[src/hdl/csfi_pkg.sv]
`default_nettype none
package csfi_pkg;

    localparam int NUM_AX = 6;
    localparam logic [24:0] DEG2RAD_Q30 = 25'd18740330;
    localparam logic [14:0] MACH_LIMIT = 15'd13107;
    localparam logic [18:0] COEF_POS_MAX = 19'd262143;
    localparam logic [18:0] COEF_NEG_MAX = 19'd262144;
    localparam logic [40:0] DIM_POS_MAX = 41'h0FFFFFFFFFF;
    localparam logic [40:0] DIM_NEG_MAX = 41'h10000000000;

    localparam logic [15:0] WING_AREA_RST = 16'd31898;
    localparam logic [15:0] MEAN_CHORD_RST = 16'd998;
    localparam logic [15:0] WING_SPAN_RST = 16'd8781;

    localparam logic [1:0] REG_AREA = 2'd0;
    localparam logic [1:0] REG_CHORD = 2'd1;
    localparam logic [1:0] REG_SPAN = 2'd2;

    typedef logic [16:0] dmag_t;
    typedef dmag_t [NUM_AX-1:0] dmag_vec_t;
    typedef logic [NUM_AX-1:0] dsign_t;

    function automatic void deriv_lookup(input logic [2:0] s, output dmag_vec_t m,
                                         output dsign_t n);
        begin
            m = '0;
            n = '0;
            unique case (s)
                3'd0:
                begin
                    m[0] = 17'd328; m[3] = 17'd11665; n[3] = 1'b1;
                    m[4] = 17'd1311; m[5] = 17'd655;
                end
                3'd1:
                begin
                    m[0] = 17'd655; m[2] = 17'd3277; m[3] = 17'd655;
                    m[4] = 17'd73531; n[4] = 1'b1;
                end
                3'd2:
                begin
                    m[0] = 17'd328; m[1] = 17'd5243; m[5] = 17'd4286; n[5] = 1'b1;
                end
                3'd3:
                begin
                    m[0] = 17'd1311; m[2] = 17'd1966; n[2] = 1'b1;
                    m[3] = 17'd3277; n[3] = 1'b1; m[4] = 17'd655;
                end
                3'd4:
                begin
                    m[0] = 17'd1311; m[2] = 17'd9830; m[4] = 17'd3277; n[4] = 1'b1;
                end
                default:
                begin
                    m = '0;
                end
            endcase
        end
    endfunction

endpackage
`default_nettype wire

[src/hdl/csfi_factor.sv]
`default_nettype none
// Pipelined Prandtl-Glauert factor: square stage, divisor stage, restoring division
// (34 quotient bits, 4 per stage), then integer square root (2 bits per stage).
module csfi_factor
(
    input  wire logic        clk,
    input  wire logic [14:0] mach,
    output logic      [16:0] factor
);
    // d = 2^28 - m^2, d in [2^28-13107^2 .. 2^28]; quotient 2^60/d < 2^34
    localparam int QB = 34;
    localparam int DSTG = 9;
    localparam int SSTG = 9;

    logic [29:0] m2_reg;
    logic        big_reg;

    always_ff @(posedge clk)
    begin
        m2_reg  <= 30'(mach) * 30'(mach);
        big_reg <= (mach > csfi_pkg::MACH_LIMIT);
    end

    // division: remainder < d <= 2^28 (29 bits)
    logic [28:0] dv_reg  [DSTG+1];
    logic [28:0] rm_reg  [DSTG+1];
    logic [QB-1:0] qt_reg [DSTG+1];
    logic        bg_reg  [DSTG+1];

    always_ff @(posedge clk)
    begin
        dv_reg[0] <= 29'(30'h1000_0000 - m2_reg);
        rm_reg[0] <= '0;
        qt_reg[0] <= '0;
        bg_reg[0] <= big_reg;
    end

    // dividend 2^60: bit 60 only; 61 quotient bit positions, top 27 are zero.
    // Start at bit position QB-1 with remainder seeded by upper dividend bits:
    // 2^60 >> QB = 2^26 < d, so seeding remainder = 2^26 is exact.
    genvar g;
    generate
        for (g = 0; g < DSTG; g++)
        begin : g_div
            always_ff @(posedge clk)
            begin : p
                logic [29:0] r;
                logic [QB-1:0] q;
                r = 30'(rm_reg[g]);
                q = qt_reg[g];
                if (g == 0)
                begin
                    r = 30'h0400_0000;
                end
                for (int k = 0; k < 4; k++)
                begin
                    if (g*4 + k < QB)
                    begin
                        r = {r[28:0], 1'b0};
                        q = {q[QB-2:0], 1'b0};
                        if (r >= 30'(dv_reg[g]))
                        begin
                            r = r - 30'(dv_reg[g]);
                            q[0] = 1'b1;
                        end
                    end
                end
                dv_reg[g+1] <= dv_reg[g];
                rm_reg[g+1] <= r[28:0];
                qt_reg[g+1] <= q;
                bg_reg[g+1] <= bg_reg[g];
            end
        end
    endgenerate

    // sqrt of 34-bit value, 17 result bits, 2 per stage
    logic [QB-1:0] sv_reg [SSTG+1];
    logic [17:0]   sr_reg [SSTG+1];
    logic [16:0]   so_reg [SSTG+1];
    logic          sb_reg [SSTG+1];

    always_ff @(posedge clk)
    begin
        sv_reg[0] <= qt_reg[DSTG];
        sr_reg[0] <= '0;
        so_reg[0] <= '0;
        sb_reg[0] <= bg_reg[DSTG];
    end

    generate
        for (g = 0; g < SSTG; g++)
        begin : g_sqrt
            always_ff @(posedge clk)
            begin : p
                logic [19:0] r;
                logic [16:0] o;
                logic [19:0] t;
                r = 20'(sr_reg[g]);
                o = so_reg[g];
                t = '0;
                for (int k = 0; k < 2; k++)
                begin
                    if (g*2 + k < 17)
                    begin
                        r = {r[17:0], sv_reg[g][QB-1-2*(g*2+k) -: 2]};
                        t = {1'b0, o, 2'b01};
                        o = {o[15:0], 1'b0};
                        if (r >= t)
                        begin
                            r = r - t;
                            o[0] = 1'b1;
                        end
                    end
                end
                sv_reg[g+1] <= sv_reg[g];
                sr_reg[g+1] <= r[17:0];
                so_reg[g+1] <= o;
                sb_reg[g+1] <= sb_reg[g];
            end
        end
    endgenerate

    assign factor = sb_reg[SSTG] ? 17'h10000 : so_reg[SSTG];

endmodule
`default_nettype wire

[config.mk]
export PLATFORM = sky130hd
export DESIGN_NAME = csfi_factor
export DESIGN_NICKNAME = d
export VERILOG_FILES = /design/src/hdl/csfi_pkg.sv /design/src/hdl/csfi_factor.sv
export SDC_FILE = /design/constraint.sdc
export NUM_CORES = 2
export LEC_CHECK = 0
export ABC_CLOCK_PERIOD_IN_PS = 11790
export BUFFER_PORTS_ARGS = -buffer_cell sky130_fd_sc_hd__buf_2
export CELL_PAD_IN_SITES_DETAIL_PLACEMENT = 1
export CELL_PAD_IN_SITES_GLOBAL_PLACEMENT = 1
export CORE_UTILIZATION = 40
export DETAILED_ROUTE_END_ITERATION = 10
export GPL_TIMING_DRIVEN = 0
export PLACE_DENSITY_LB_ADDON = 0.1
export SLEW_MARGIN = 25
export SYNTH_ARGS = -nofsm -noshare
export SYNTH_HDL_FRONTEND = slang
export SYNTH_SLANG_ARGS = --single-unit
[constraint.sdc]
create_clock -name clk -period 11.79 [get_ports clk]
set_clock_uncertainty 0.05 [all_clocks]
set_input_delay 1.179 -clock clk [delete_from_list [all_inputs] [get_ports clk]]
set_output_delay 1.179 -clock clk [all_outputs]
set_load 0.02 [all_outputs]
==> metrics list <==
- The flow ran to the end, but the final reports show violations.
- Failing checks: negative setup slack
- Setup violations remaining at the end of the flow were counted as 10.
* Min Hold Slack: 0.2254 ns
* Warnings, synthesis: 0
* Area fraction of the dominant cell type after synthesis: 23.26%
- The pre-antenna-repair detailed-routing pass consisted of 5 iterations.
- The routed design has 349,200 um of wire.
- Dividing the final minimum period by the clock period gives 100.2%.
* Worst Max-Slew Pin Slew: 0.9973 ns
* NumNets Final: 13,400
- Most prevalent standard cell on the critical path: sky130_fd_sc_hd__a21o_1
- Per-instance average area after synthesis: 8.328 um^2
* Data arrival time of the critical path: 12.41 ns
- Clock transition at the register clock pins on the worst setup and hold paths after CTS: 0.08 ns
- Sequential cells were found to cover 23.26% of the synthesized design area.
- In this run, synthesis inferred 0 flip-flops with an integrated enable.
* Maximum cell stage delay along the critical path: 0.59 ns
- The initial antenna violation count came to 7.
- Dpl hpwl: 273,600 um
- Entering global routing, the biggest net connects 18 pins.
- PortBufs: 32
* Routed via count: 87,340
* Leading cell types by count after synthesis: sky130_fd_sc_hd__ha_1, sky130_fd_sc_hd__dfxtp_1, sky130_fd_sc_hd__a21oi_1
- At the end of the flow the core is filled with cells to 49.11%.
- The total overflow left after global routing is 0.
- Via count normalized by instance count: 5.707
- In this run the critical register-to-register path is launched from dv_reg[3][26]$_DFF_P_.
- Die outline width: 488.0 um
* Unrepaired setup endpoints after global routing: yes
* Clock latency on the worst-skew pair: 0.77 ns
- Final critical-path setup slack: -0.02290 ns
- Post-synthesis cell type with the largest combined area: sky130_fd_sc_hd__dfxtp_1
- Final hold viol count: 0
- Overall die area: 238,200 um^2
* Residual DRC count: 0
- The layout has 27,100 filler cells.
- The cell count after synthesis came out at 11,350.
- Source of the worst hold timing path: qt_reg[5][17]$_DFF_P_
* Total of flip-flops plus latches after synthesis: 1,098
- The worst hold path belongs to the class reg2reg.
- The cell area that synthesis handed to floorplanning was 94,490 um^2.
- Worst rel slew slack: 31.79%
- Peak fanout along the critical path: 10
- Area taken by multi-input logic gates: 74,550 um^2
- Largest register FFs: 252
* Count of H-tree levels built during CTS: 3
* Final Wtd Congestion: 0.9276
* Unique cell type count in the Yosys netlist: 104
- Clock sink count: 1,098
- Counting flops with an async set or reset pin after synthesis yields a share of 0%.
- CTS root buffer: sky130_fd_sc_hd__clkbuf_16
* Overall die height: 488.0 um
* Maximum count of clock buffers along a single path: 3
* Site row count: 178
- The critical path is of the reg2reg type.
- Count of non-filler cells in the finished layout: 15,300
- Min cycle time layout: 11.81 ns
* TritonCTS Buffers: 121
- Max Freq: 0.08465 GHz
* Primary FF master, synth: sky130_fd_sc_hd__dfxtp_1
- DRT antenna net count: 0
* Standard cell with the maximum stage delay on the critical path: sky130_fd_sc_hd__or4_1
- Global-route usage over all layers: 27.70%
* Number of max-cap violations: 0
* Cell types occupying the most area after synthesis: sky130_fd_sc_hd__dfxtp_1, sky130_fd_sc_hd__ha_1, sky130_fd_sc_hd__xnor2_1
- The core region is 235,000 um^2.
- Once the floorplan was initialized, standard cells occupied 40.21% of the core.
- For the final routed database, the setup TNS stands at -0.09450 ns.
- Dividing the detail-routed wire length by the instance count gives 22.82 um.
- Of the cells placed in the final design, the portion with a size suffix greater than 1 is 20.54%.
- The most common cell in the synthesized netlist is sky130_fd_sc_hd__ha_1.
* Total I/O pin count: 33
- The via count of the first global-routing pass came to 90,050.
- Critical Path RT: 12.39 ns
- Clock tree from TritonCTS: yes
- The total count of max-transition violations in the final report came to 0.
- The worst setup path is launched from a flip-flop.
* Critical path endpoint category: flip-flop
* Start point of the critical path: dv_reg[3][26]$_DFF_P_
- Wire length of the first global-routing pass: 519,400 um
- The number of placed instances, taps included, is 14,530.
- Reg area: 22,110 um^2
* Layout-stage area growth over the synthesis result: 22.13%
- The first routing iteration left 4,303 violations.
## worst paths after layout
kind,endpoint,slack (ns),depth (start not counted)
setup / recovery,rm_reg[4][10]$_DFF_P_,-0.02,56
setup reg to reg,rm_reg[4][10]$_DFF_P_,-0.02,56
hold / removal,qt_reg[6][21]$_DFF_P_,0.23,0
hold reg to reg,qt_reg[6][21]$_DFF_P_,0.23,0
## repair_timing
item	in CTS	in global routing
resized for setup	1070	767
gates cloned	5	13
hold buffers	0	0
pin swaps	215	308
hold endpoints to repair	0	0
buffers inserted	270	285
setup endpoints to repair	246	240
## metal layers
metal | routed length, um | vias up | share of wire [%] | GRT usage, %
met5 | 8 | - | 0.0023 | 0
met4 | 14950 | 2 | 4.3 | 10.99
met3 | 10190 | 551 | 2.9 | 2.001
met2 | 167200 | 1549 | 48 | 48.13
met1 | 156800 | 43130 | 45 | 35.33
li1 | - | 42110 | - | -
## worst max-delay path, delay by kind of cell (launching register included)
kind | cells | cell delay, ns
compound gates | 25 | 4.65
simple gates | 11 | 2.11
buf+inv | 12 | 1.94
fa+ha+maj | 4 | 1.27
mux | 4 | 1.21
flops | 1 | 0.38
## cell families after synthesis
family | after synthesis | synth area share, %
AO/OA/AOI/OAI | 3207 | 21.76
XOR/XNOR | 994 | 9.214
adder cells (fa/ha/maj) | 1332 | 18.73
buffers and inverters | 1083 | 4.400
flip-flops | 1098 | 23.26
multiplexers | 580 | 6.858
other | 1 | 0.003969
AND/OR/NAND/NOR | 3051 | 15.78
## stage by stage
step                instance area (um^2)  setup slack (ns)
floorplan                          94590          0.003308
global placement                   98690            -5.769
detailed placement                 98700            -5.925
CTS                               109500         0.0006777
global route                      115400           -0.3648
finish                            115400          -0.02290
## cells in the final DEF, fill, tap and decap left out, types with 171 or more instances in the layout
cell	synthesis	routed
sky130_fd_sc_hd__a21o_1	448	447
sky130_fd_sc_hd__a21oi_1	964	850
sky130_fd_sc_hd__buf_4	8	540
sky130_fd_sc_hd__dfxtp_1	1098	1037
sky130_fd_sc_hd__ha_1	1195	956
sky130_fd_sc_hd__ha_4	0	179
sky130_fd_sc_hd__inv_1	831	713
sky130_fd_sc_hd__mux2_2	481	383
sky130_fd_sc_hd__nand2_1	782	761
sky130_fd_sc_hd__nand2b_1	175	171
sky130_fd_sc_hd__nand3_1	211	202
sky130_fd_sc_hd__nor2_1	768	741
sky130_fd_sc_hd__nor3_1	236	220
sky130_fd_sc_hd__o21a_1	181	180
sky130_fd_sc_hd__o21ai_0	648	528
sky130_fd_sc_hd__xnor2_1	663	663
sky130_fd_sc_hd__xor2_1	331	331
## final cells by class
class	count	area share [%]
Multi-Input combinational cell	9166	64.60
Tap cell	3150	3.415
Timing Repair Buffer	604	4.232
Antenna cell	3	0.006506
Inverter	848	3.019
Clock inverter	70	0.7807
Clock buffer	154	2.943
Sequential cell	1098	19.16
Buffer	210	1.846
Power is left out: the tool's default activity adds up to more than one toggle a clock period on the data nets, which glitch-free logic cannot reach.
